`config.mk`:
```
export PLATFORM = sky130hd
export DESIGN_NAME = box_intersect_classify_unit
export DESIGN_NICKNAME = d
export VERILOG_FILES = /design/src/rtl/core/bicu_pkg.sv /design/src/rtl/core/bicu_cfg.sv /design/src/rtl/core/bicu_axis.sv /design/src/rtl/core/box_intersect_classify_unit.sv
export VERILOG_INCLUDE_DIRS = /design/src /design/src/rtl/core
export SDC_FILE = /design/constraint.sdc
export NUM_CORES = 2
export LEC_CHECK = 0
export ABC_AREA = 1
export ABC_CLOCK_PERIOD_IN_PS = 15300
export BUFFER_PORTS_ARGS = -buffer_cell sky130_fd_sc_hd__buf_4
export CAP_MARGIN = 30
export CORE_ASPECT_RATIO = 1.5
export CORE_MARGIN = 3
export CORE_UTILIZATION = 55
export CTS_BUF_LIST = sky130_fd_sc_hd__clkbuf_16
export DETAILED_ROUTE_END_ITERATION = 10
export PLACE_DENSITY_LB_ADDON = 0.15
export SLEW_MARGIN = 10
export SYNTH_ARGS = -nofsm -noshare
export SYNTH_HDL_FRONTEND = slang
export SYNTH_SLANG_ARGS = --single-unit
```
`constraint.sdc`:
```
create_clock -name clk -period 15.3 [get_ports clk]
set_input_delay 0 -clock clk [delete_from_list [all_inputs] [get_ports clk]]
set_output_delay 0 -clock clk [all_outputs]
set_load 0.02 [all_outputs]
```
`src/rtl/core/box_intersect_classify_unit_defines.svh`:
```
// Assertion macros for the box intersect classify unit.
`ifndef BOX_INTERSECT_CLASSIFY_UNIT_DEFINES_SVH
`define BOX_INTERSECT_CLASSIFY_UNIT_DEFINES_SVH

`ifndef SYNTHESIS
`define BICU_ASSERT(label, clk, rst_n, prop) \
    label: assert property (@(posedge clk) disable iff (!rst_n) prop) \
        else $error("assertion failed");
`define BICU_ASSERT_IMPL(label, clk, rst_n, ante, cons) \
    label: assert property (@(posedge clk) disable iff (!rst_n) (ante) |-> (cons)) \
        else $error("implication failed");
`define BICU_ASSERT_NEXT(label, clk, rst_n, ante, cons) \
    label: assert property (@(posedge clk) disable iff (!rst_n) (ante) |=> (cons)) \
        else $error("next-cycle implication failed");
`else
`define BICU_ASSERT(label, clk, rst_n, prop)
`define BICU_ASSERT_IMPL(label, clk, rst_n, ante, cons)
`define BICU_ASSERT_NEXT(label, clk, rst_n, ante, cons)
`endif

`endif

```
`src/rtl/core/bicu_pkg.sv`:
```
`default_nettype none

package bicu_pkg;

    localparam int COORD_W    = 32;
    localparam int TOL_W      = 31;
    localparam int EXT_W      = COORD_W + 1;
    localparam int NUM_AXES   = 3;
    localparam int CFG_IDX_W  = 3;
    localparam int CFG_DATA_W = 32;

    typedef enum logic [CFG_IDX_W-1:0] {
        REG_REF_MIN_X = 3'd0,
        REG_REF_MIN_Y = 3'd1,
        REG_REF_MIN_Z = 3'd2,
        REG_REF_MAX_X = 3'd3,
        REG_REF_MAX_Y = 3'd4,
        REG_REF_MAX_Z = 3'd5,
        REG_TOLERANCE = 3'd6
    } reg_idx_t;

    typedef enum logic [1:0] {
        REL_DISJOINT = 2'd0,
        REL_OVERLAP  = 2'd1,
        REL_CONTAINS = 2'd2,
        REL_INSIDE   = 2'd3
    } relation_t;

    typedef logic signed [COORD_W-1:0] coord_t;
    typedef logic signed [EXT_W-1:0]   ext_t;
    typedef logic [TOL_W-1:0]          tol_t;

    // Reference bounds of one axis, with the tolerance already folded in.
    typedef struct packed {
        coord_t rmin;
        coord_t rmax;
        ext_t   rmin_pt;
        ext_t   rmin_mt;
        ext_t   rmax_pt;
        ext_t   rmax_mt;
    } axis_bounds_t;

    typedef struct packed {
        logic disjoint;
        logic contains;
        logic enclosed;
    } axis_flags_t;

endpackage

`default_nettype wire

```
`src/rtl/core/bicu_cfg.sv`:
```
`default_nettype none

module bicu_cfg (
    input  wire logic                                clk,
    input  wire logic                                rst_n,
    input  wire logic                                cfg_we,
    input  wire logic [bicu_pkg::CFG_IDX_W-1:0]      cfg_index,
    input  wire logic [bicu_pkg::CFG_DATA_W-1:0]     cfg_data,
    output bicu_pkg::axis_bounds_t                   bounds [bicu_pkg::NUM_AXES]
);

    bicu_pkg::coord_t       ref_min_reg  [bicu_pkg::NUM_AXES];
    bicu_pkg::coord_t       ref_min_next [bicu_pkg::NUM_AXES];
    bicu_pkg::coord_t       ref_max_reg  [bicu_pkg::NUM_AXES];
    bicu_pkg::coord_t       ref_max_next [bicu_pkg::NUM_AXES];
    bicu_pkg::tol_t         tol_reg;
    bicu_pkg::tol_t         tol_next;
    bicu_pkg::axis_bounds_t bounds_reg   [bicu_pkg::NUM_AXES];
    bicu_pkg::axis_bounds_t bounds_next  [bicu_pkg::NUM_AXES];
    bicu_pkg::ext_t         tol_ext;

    always_comb
    begin
        ref_min_next = ref_min_reg;
        ref_max_next = ref_max_reg;
        tol_next     = tol_reg;
        if (cfg_we)
        begin
            case (cfg_index)
                bicu_pkg::REG_REF_MIN_X: ref_min_next[0] = cfg_data;
                bicu_pkg::REG_REF_MIN_Y: ref_min_next[1] = cfg_data;
                bicu_pkg::REG_REF_MIN_Z: ref_min_next[2] = cfg_data;
                bicu_pkg::REG_REF_MAX_X: ref_max_next[0] = cfg_data;
                bicu_pkg::REG_REF_MAX_Y: ref_max_next[1] = cfg_data;
                bicu_pkg::REG_REF_MAX_Z: ref_max_next[2] = cfg_data;
                bicu_pkg::REG_TOLERANCE: tol_next = cfg_data[bicu_pkg::TOL_W-1:0];
                default: ;
            endcase
        end
    end

    // Fold the tolerance into the bounds so each test is a single compare.
    assign tol_ext = {2'b00, tol_reg};

    always_comb
    begin
        for (int a = 0; a < bicu_pkg::NUM_AXES; a++)
        begin
            bounds_next[a].rmin    = ref_min_reg[a];
            bounds_next[a].rmax    = ref_max_reg[a];
            bounds_next[a].rmin_pt = bicu_pkg::ext_t'(ref_min_reg[a]) + tol_ext;
            bounds_next[a].rmin_mt = bicu_pkg::ext_t'(ref_min_reg[a]) - tol_ext;
            bounds_next[a].rmax_pt = bicu_pkg::ext_t'(ref_max_reg[a]) + tol_ext;
            bounds_next[a].rmax_mt = bicu_pkg::ext_t'(ref_max_reg[a]) - tol_ext;
        end
    end

    always_ff @(posedge clk or negedge rst_n)
    begin
        if (!rst_n)
        begin
            for (int a = 0; a < bicu_pkg::NUM_AXES; a++)
            begin
                ref_min_reg[a] <= '0;
                ref_max_reg[a] <= '0;
                bounds_reg[a]  <= '0;
            end
            tol_reg <= '0;
        end
        else
        begin
            ref_min_reg <= ref_min_next;
            ref_max_reg <= ref_max_next;
            tol_reg     <= tol_next;
            bounds_reg  <= bounds_next;
        end
    end

    assign bounds = bounds_reg;

endmodule

`default_nettype wire

```
`src/rtl/core/bicu_axis.sv`:
```
`default_nettype none

module bicu_axis (
    input  wire bicu_pkg::axis_bounds_t bounds,
    input  wire bicu_pkg::coord_t       cmin,
    input  wire bicu_pkg::coord_t       cmax,
    output bicu_pkg::axis_flags_t       flags,
    output bicu_pkg::coord_t            clip_min,
    output bicu_pkg::coord_t            clip_max
);

    bicu_pkg::ext_t cmin_ext;
    bicu_pkg::ext_t cmax_ext;

    assign cmin_ext = bicu_pkg::ext_t'(cmin);
    assign cmax_ext = bicu_pkg::ext_t'(cmax);

    // ref_max - in_min < -T  <=>  ref_max + T < in_min, and so on.
    assign flags.disjoint = (bounds.rmax_pt < cmin_ext) || (bounds.rmin_mt > cmax_ext);
    assign flags.contains = (bounds.rmax_mt > cmax_ext) && (bounds.rmin_pt < cmin_ext);
    assign flags.enclosed = (bounds.rmax < cmax) && (bounds.rmin_mt > cmin_ext);

    assign clip_min = (bounds.rmin > cmin) ? bounds.rmin : cmin;
    assign clip_max = (bounds.rmax < cmax) ? bounds.rmax : cmax;

endmodule

`default_nettype wire

```
`src/rtl/core/box_intersect_classify_unit.sv`:
```
// A request accepted into the input register is classified there and written into the result
// register when that register is free or drains; out_valid then shows the result.
// Throughput: one request per cycle while out_ready allows; each axis test is a single compare.
// Configuration writes pass through the configuration registers, then the registered bounds.
// Reset: asynchronous, active low; clears both valids and the configuration registers.
`default_nettype none

`include "box_intersect_classify_unit_defines.svh"

module box_intersect_classify_unit (
    input  wire logic                                clk,
    input  wire logic                                rst_n,
    input  wire logic                                cfg_we,
    input  wire logic [bicu_pkg::CFG_IDX_W-1:0]      cfg_index,
    input  wire logic [bicu_pkg::CFG_DATA_W-1:0]     cfg_data,
    input  wire logic                                in_valid,
    output logic                                     in_ready,
    input  wire logic signed [bicu_pkg::COORD_W-1:0] in_min_x,
    input  wire logic signed [bicu_pkg::COORD_W-1:0] in_min_y,
    input  wire logic signed [bicu_pkg::COORD_W-1:0] in_min_z,
    input  wire logic signed [bicu_pkg::COORD_W-1:0] in_max_x,
    input  wire logic signed [bicu_pkg::COORD_W-1:0] in_max_y,
    input  wire logic signed [bicu_pkg::COORD_W-1:0] in_max_z,
    output logic                                     out_valid,
    input  wire logic                                out_ready,
    output logic [1:0]                               relation,
    output logic signed [bicu_pkg::COORD_W-1:0]      out_min_x,
    output logic signed [bicu_pkg::COORD_W-1:0]      out_min_y,
    output logic signed [bicu_pkg::COORD_W-1:0]      out_min_z,
    output logic signed [bicu_pkg::COORD_W-1:0]      out_max_x,
    output logic signed [bicu_pkg::COORD_W-1:0]      out_max_y,
    output logic signed [bicu_pkg::COORD_W-1:0]      out_max_z
);

    bicu_pkg::axis_bounds_t bounds    [bicu_pkg::NUM_AXES];
    bicu_pkg::axis_flags_t  flags     [bicu_pkg::NUM_AXES];
    bicu_pkg::coord_t       clip_min  [bicu_pkg::NUM_AXES];
    bicu_pkg::coord_t       clip_max  [bicu_pkg::NUM_AXES];

    logic                   s1_valid_reg;
    logic                   s1_valid_next;
    bicu_pkg::coord_t       s1_min_reg [bicu_pkg::NUM_AXES];
    bicu_pkg::coord_t       s1_max_reg [bicu_pkg::NUM_AXES];

    logic                   out_valid_reg;
    logic                   out_valid_next;
    bicu_pkg::relation_t    relation_reg;
    bicu_pkg::relation_t    relation_next;
    bicu_pkg::coord_t       out_min_reg  [bicu_pkg::NUM_AXES];
    bicu_pkg::coord_t       out_min_next [bicu_pkg::NUM_AXES];
    bicu_pkg::coord_t       out_max_reg  [bicu_pkg::NUM_AXES];
    bicu_pkg::coord_t       out_max_next [bicu_pkg::NUM_AXES];

    logic [bicu_pkg::NUM_AXES-1:0] dis_v;
    logic [bicu_pkg::NUM_AXES-1:0] con_v;
    logic [bicu_pkg::NUM_AXES-1:0] ins_v;
    logic                          adv;
    logic                          in_fire;

    bicu_cfg u_cfg (
        .clk       (clk),
        .rst_n     (rst_n),
        .cfg_we    (cfg_we),
        .cfg_index (cfg_index),
        .cfg_data  (cfg_data),
        .bounds    (bounds)
    );

    for (genvar a = 0; a < bicu_pkg::NUM_AXES; a++)
    begin : g_axis
        bicu_axis u_axis (
            .bounds   (bounds[a]),
            .cmin     (s1_min_reg[a]),
            .cmax     (s1_max_reg[a]),
            .flags    (flags[a]),
            .clip_min (clip_min[a]),
            .clip_max (clip_max[a])
        );
        assign dis_v[a] = flags[a].disjoint;
        assign con_v[a] = flags[a].contains;
        assign ins_v[a] = flags[a].enclosed;
    end

    // Advance stage 1 into the result register whenever that register is free or drains.
    assign adv     = !out_valid_reg || out_ready;
    assign in_ready = !s1_valid_reg || adv;
    assign in_fire  = in_valid && in_ready;

    assign s1_valid_next  = in_ready ? in_valid : s1_valid_reg;
    assign out_valid_next = adv ? s1_valid_reg : out_valid_reg;

    always_comb
    begin
        if (|dis_v)
            relation_next = bicu_pkg::REL_DISJOINT;
        else if (&con_v)
            relation_next = bicu_pkg::REL_CONTAINS;
        else if (&ins_v)
            relation_next = bicu_pkg::REL_INSIDE;
        else
            relation_next = bicu_pkg::REL_OVERLAP;

        for (int a = 0; a < bicu_pkg::NUM_AXES; a++)
        begin
            if (relation_next == bicu_pkg::REL_OVERLAP)
            begin
                out_min_next[a] = clip_min[a];
                out_max_next[a] = clip_max[a];
            end
            else
            begin
                out_min_next[a] = '0;
                out_max_next[a] = '0;
            end
        end
    end

    always_ff @(posedge clk or negedge rst_n)
    begin
        if (!rst_n)
        begin
            s1_valid_reg  <= 1'b0;
            out_valid_reg <= 1'b0;
        end
        else
        begin
            s1_valid_reg  <= s1_valid_next;
            out_valid_reg <= out_valid_next;
        end
    end

    always_ff @(posedge clk)
    begin
        if (in_fire)
        begin
            s1_min_reg[0] <= in_min_x;
            s1_min_reg[1] <= in_min_y;
            s1_min_reg[2] <= in_min_z;
            s1_max_reg[0] <= in_max_x;
            s1_max_reg[1] <= in_max_y;
            s1_max_reg[2] <= in_max_z;
        end
        if (adv && s1_valid_reg)
        begin
            relation_reg <= relation_next;
            out_min_reg  <= out_min_next;
            out_max_reg  <= out_max_next;
        end
    end

    assign out_valid = out_valid_reg;
    assign relation  = relation_reg;
    assign out_min_x = out_min_reg[0];
    assign out_min_y = out_min_reg[1];
    assign out_min_z = out_min_reg[2];
    assign out_max_x = out_max_reg[0];
    assign out_max_y = out_max_reg[1];
    assign out_max_z = out_max_reg[2];

    `BICU_ASSERT_IMPL(a_coords_zero, clk, rst_n, out_valid_reg && (relation_reg != bicu_pkg::REL_OVERLAP), (out_min_reg[0] == '0) && (out_max_reg[0] == '0) && (out_min_reg[1] == '0) && (out_max_reg[1] == '0) && (out_min_reg[2] == '0) && (out_max_reg[2] == '0))
    `BICU_ASSERT_IMPL(a_ready_when_empty, clk, rst_n, !out_valid_reg, in_ready)
    `BICU_ASSERT_NEXT(a_s1_moves_out, clk, rst_n, s1_valid_reg && adv, out_valid_reg)
    `BICU_ASSERT_NEXT(a_s1_holds, clk, rst_n, s1_valid_reg && !adv, s1_valid_reg && $stable(s1_min_reg[0]) && $stable(s1_max_reg[2]))

endmodule

`default_nettype wire

```
# Yosys cells after proc, flatten, opt, wreduce, memory -nomap -nowiden
# Memory sizes are Yosys's and may differ from the RTL's.
# Index checks and enable logic that the tools add are counted.
dict set report totals {
  register_bits 1007
  ramBits 192
  input_bits 232
  memories 2
}
dict set report op_classes {
  n_eq_ne 7
  n_reduce_logical 26
  n_lt_le_gt_ge 21
  mux 11
  add_sub_neg 12
}
# memory depth width read_ports rd_clocked_by_memory_dff write_ports line
set mem_list {}
lappend mem_list {s1_max_reg 3 32 3 0 3 box_intersect_classify_unit.sv:43} ;# bicu_pkg::coord_t s1_max_reg [bicu_pkg::NUM_AXES];
lappend mem_list {s1_min_reg 3 32 3 0 3 box_intersect_classify_unit.sv:42} ;# bicu_pkg::coord_t s1_min_reg [bicu_pkg::NUM_AXES];
# operator count
set ops {}
lappend ops {{33-bit by 32-bit > comparator with 1-bit output} 9}
lappend ops {{32-bit by 32-bit adder with 33-bit output} 6}
lappend ops {{33-bit by 32-bit < comparator with 1-bit output} 6}
lappend ops {{32-bit by 32-bit subtractor with 33-bit output} 6}
lappend ops {{32-bit 2-to-1 mux} 6}
lappend ops {{32-bit > comparator} 3}
lappend ops {{32-bit < comparator} 3}
lappend ops {{2-bit AND reduction} 7}
lappend ops {{3-bit == test, second input constant} 3}
lappend ops {{1-bit logical AND} 8}
lappend ops {{3-bit by 2-bit == test with 1-bit output, second input constant} 2}
lappend ops {{2-bit 2-to-1 mux} 3}
lappend ops {{3-bit AND reduction} 2}
lappend ops {{1-bit logical OR} 5}
lappend ops {{3-bit by 1-bit == test with 1-bit output, second input constant} 1}
lappend ops {{3-bit logical NOT} 1}
lappend ops {{3-bit OR reduction} 1}
lappend ops {{2-bit by 1-bit == test with 1-bit output, second input constant} 1}
lappend ops {{1-bit logical NOT} 2}
lappend ops {{1-bit 2-to-1 mux} 2}

# Logic depth before layout (Yosys ltp)
# An unclocked memory read counts as a cell.
dict set report depth {
  depth_word 8
  depth_mapped 21
}

# By module
# Synthesis repeated with hierarchy kept, for this count alone.
dict set report unflattened {
  hier_cells 11362
  area_unflattened_um2 87687.8
}
# module area_each_um2 cells_each n_inst
set modules_own_cells {}
lappend modules_own_cells {bicu_cfg 53035.9 7399 1}
lappend modules_own_cells {bicu_axis 6570.1 1050 3}
lappend modules_own_cells {box_intersect_classify_unit 14941.8 813 1}

# Worst setup path before layout
# No wires, ideal clock.
dict set report synth_timing {
  kind {flip-flop to flip-flop}
  startpoint {register out_valid_reg, in the netlist out_valid}
  endpoint {register out_max_reg (netlist bit out_max_x[0]), enable pin}
  required_ns 14.487
  setup_time_ns 0.813
  path_slack_ns 4.642
  path_stages_with_launch 2
  arrival_ns 9.845
  path_cell_list {dfrtp_1 -> a21oi_1}
}
dict set report synth_via {
  elab_chain_len 3
}
# item line
set synth_rtl {}
lappend synth_rtl {{start, declared} box_intersect_classify_unit.sv:45} ;# logic out_valid_reg;
lappend synth_rtl {{start signal, assigned} box_intersect_classify_unit.sv:128} ;# out_valid_reg <= out_valid_next;
lappend synth_rtl {{1-bit logical NOT} box_intersect_classify_unit.sv:85} ;# assign adv = !out_valid_reg || out_ready;
lappend synth_rtl {{1-bit logical OR} box_intersect_classify_unit.sv:85}
lappend synth_rtl {{1-bit logical AND} box_intersect_classify_unit.sv:143} ;# if (adv && s1_valid_reg)
lappend synth_rtl {{end signal, assigned} box_intersect_classify_unit.sv:147} ;# out_max_reg <= out_max_next;
lappend synth_rtl {{end, declared} box_intersect_classify_unit.sv:51} ;# bicu_pkg::coord_t out_max_reg [bicu_pkg::NUM_AXES];
# Every way passes these cells.
# A chain may end at the register's enable or synchronous reset.

==> impl_results.md <==
- Worst VDD drop: 139 uV
- First-pass GRT wire length: a little under 500 mm
- Synth area leaders: dfrtp_1 26%, ha_1 17%, edfxtp_1 15%
- GP Congestion: approximately 1.1
- DR WL/cell: slightly below 30 microns
- Area leader, netlist: dfrtp_1
- Pre-CTS setup slack: 9.30 ns
- Reg area: 31800 sq um
- Total track usage: 0.469
- Most frequent cells in the layout: 1805 x nand2_1, 1206 x inv_1, 1050 x ha_1, 807 x dfrtp_1, 728 x nor2_1
- Final setup violation count: 0
- Initial core utilization: 0.555
- Worst path bufs/invs: 3
- R2R cell count: 15
- CP peak stage delay: 0.87 ns
- Simple logic cell fraction of the synthesized area: 0.187
- Routed Antenna Nets: 0
- Clock Latency Late Sink: 0.84 ns
- Crit path DAT: 6.89 ns
- Post-Place Cell Area: 82800 sq um
- Flops & latches, synth: approximately 1.2k
- Mapped Cells: around 9k
- Pint: between 8 and 9 mW
- Synth Area in Compound Gates: 0.118
- Syn Area/Cell: around 8.7 sq um
- CTS tree: yes
- Final core occ: 0.651
- Hold WS: slightly below 0.009 ns
- DRC errors left: 0
- Final #Nets: about 11k
- WS Path Type: register to register
- Actual slew at the worst max-slew pin: roughly 1.1 ns
- Power share of the sequential group: 0.314
- Vias in the first global route: ~73k
- Net Sw Power: between 7 and 8 mW
- Remaining global-route overflow: 0
- Die ar.: roughly 150000 sq um
- Worst setup margin: between 8 and 9 ns
- IO Pins: 428
- Min Tclk post-route: approximately 6.4 ns
- Chip width: between 300 and 400 microns
- Hold path startpoint: in_max_z[14]
- Initial antenna violation count: 39
- Total power draw: between 15 and 20 mW
- Status: completed
- Placed instance count: between 10k and 15k
- Setup TNS: 0 ns
- Top cell type's share of synthesized area: 0.259
- Crit-path leading delay family: simple AND/OR/NAND/NOR gates
- Sw Ratio: 0.475
- Detailed placement HPWL: about 270 mm
- P per Cell Area: 169 nW/um^2
- Multi-input logic area: between 40000 and 50000 sq um
- Row Count: roughly 170
- Fill cells: roughly 11k
- Max_cap viols: 0
- Commonest non-fill, non-tap cell in the layout: nand2_1
- Synth Net Count: around 10k
- Unique masters post-synth: 44
- CTS Root Cell: clkbuf_16
- Fin. Hold Viols: 0
- PortBufs: between 400 and 500
- Fin area: ~91000 sq um
- Fmax: ~160 MHz
- DR vias: 70.7k
- Max reg flops: around 580
- CP most frequent cell: nand2_1
- Area grow syn2layout: 17.2%
- Clock transition at path regs: 0.07 ns
- Fin. max-slew vios: 0
- Sequential share of the synthesized area: 0.408
- Tightest Hold Check Type: input pin to register
- Max_slew headroom: 0.231
- Via-to-Cell Ratio: roughly 6.0
- Part of the power in combinational logic: 0.484
- Core box area: approximately 140000 sq um
- DRT Pass-1 Iters: 9
- Adder-cell share of the synthesized area: 0.172
- Leak pwr: 44.8 nW
- Power share of the clock group: 0.203
- Unrepaired setup endpoints after global routing: no
- Largest family of logic cells by synthesized area: simple AND/OR/NAND/NOR gates
- Layout cells sized above 1: 0.0941
- Crit path cell chain: inv_1, ha_1, nand2_1, nor2_1, nand2_1, nor4_1, nand2_1, nand3b_1, nand2_1, a21oi_1, nand3_2, nand3_4, buf_4, buf_4, nor2_4
- Final clock skew: approximately 0.057 ns
- Mux contribution to synthesized area: 0
- Tcrit/Tclk final: 0.415
- Chip Height: around 470 microns
- Worst R2R Start: s1_min_reg[0][31]$_DFFE_PP_
- Cell depth of the worst min-delay path: 2
- Yosys synthesis warning count: 0
- Max FO, Critical Path: 33
- WL final: roughly 350 mm
- Largest net degree at the start of global routing: 150
- H-Tree Depth: 3
- Critical path origin: s1_min_reg[0][31]$_DFFE_PP_
- Cell area after synthesis: around 78000 sq um
- WP data required: between 15 and 20 ns
- Crit end category: register
- Clock Sinks: between 1k and 1.5k
- Fin cells: 11.8k
- CP max-delay cell: buf_4
- Startpoint types: register
- Num CTS Buffers: 120
- Clock Path Buffers: 3
- Post-Synth XOR/XNOR Area: 0.0402
- Levels on crit path: 15
- Drt initial violations: around 7k
==> worst paths after layout <==
kind | endpoint | slack (ns)
min in group asynchronous | u_cfg.bounds_next[384]$_DFFE_PN0P_ | 0.38
worst min register to register | u_cfg.bounds[145]$_DFF_PN0_ | 0.41
worst max-delay path | out_max_z[30]$_SDFFCE_PP0P_ | 8.95
worst max register to register | out_max_z[30]$_SDFFCE_PP0P_ | 8.95
worst min-delay path | s1_max_reg[0][78]$_DFFE_PP_ | 0.009
max in group asynchronous | u_cfg.bounds[544]$_DFF_PN0_ | 12.06
==> Yosys cell counts (all sizes together) <==
cell type and n:
dfrtp 807, a221oi 38, o21bai 82, nand2 1814
a211o 1, xor2 331, nor4 37, fa 12
xnor2 26, o2111ai 12, nand3 292, or2 1
ha 1050, o21ai 630, inv 1198, and2 1
nor2 915, a31oi 24, edfxtp 386, nor3 71
nor2b 1, buf 43, nand4 110, a21o 39
and3 2, o211ai 19, a211oi 7, a21oi 687
nand3b 12, clkbuf 209, o31ai 9, o21a 49
a21boi 64
==> per-layer routing <==
layer | vias to the layer above | global-route usage | share of wire
met5 | - | 0 | 0.00042
met4 | 20 | 0.501 | 0.13
met3 | 1601 | 0.104 | 0.081
met1 | 33700 | 0.461 | 0.31
met2 | 4123 | 0.785 | 0.47
li1 | 31300 | - | -
==> area by class of cell <==
class | count | share of cell area
clock inverter | 104 | 0.0102
inverter | 1198 | 0.0494
sequential | 1193 | 0.348
tap | 1870 | 0.0256
multi-input combinational | 6336 | 0.442
antenna | 14 | 0.000384
timing repair buffer | 940 | 0.0903
clock buffer | 124 | 0.0340
==> logic make-up after synthesis <==
| group | count (synthesis) |
|---|---|
| and+or+nand+nor | 3256 |
| AOI/OAI and AO/OA | 1661 |
| buffers and inverters | 1450 |
| DFF | 1193 |
| adders and majority gates | 1062 |
| xor gates and xnor gates | 357 |
==> power by group through the flow <==
stage                     Sequential [mW]  Combinational (mW)  Clock [mW]
final                                4.84                7.46        3.12
after floorplan                      4.65                4.32           0
after detailed placement             4.84                7.00           0
after global routing                 4.88                7.96        3.24
after global placement               4.83                6.86           0
after CTS                            4.79                7.13        3.11
==> what timing repair did <==
item | 4_1_cts | 5_1_grt
setup buffers | 0 | 0
endpoints found under the hold margin | 655 | 0
resized for setup | 0 | 0
hold buffers | 418 | 0
Note: power is estimated with default switching activity, not from simulation.
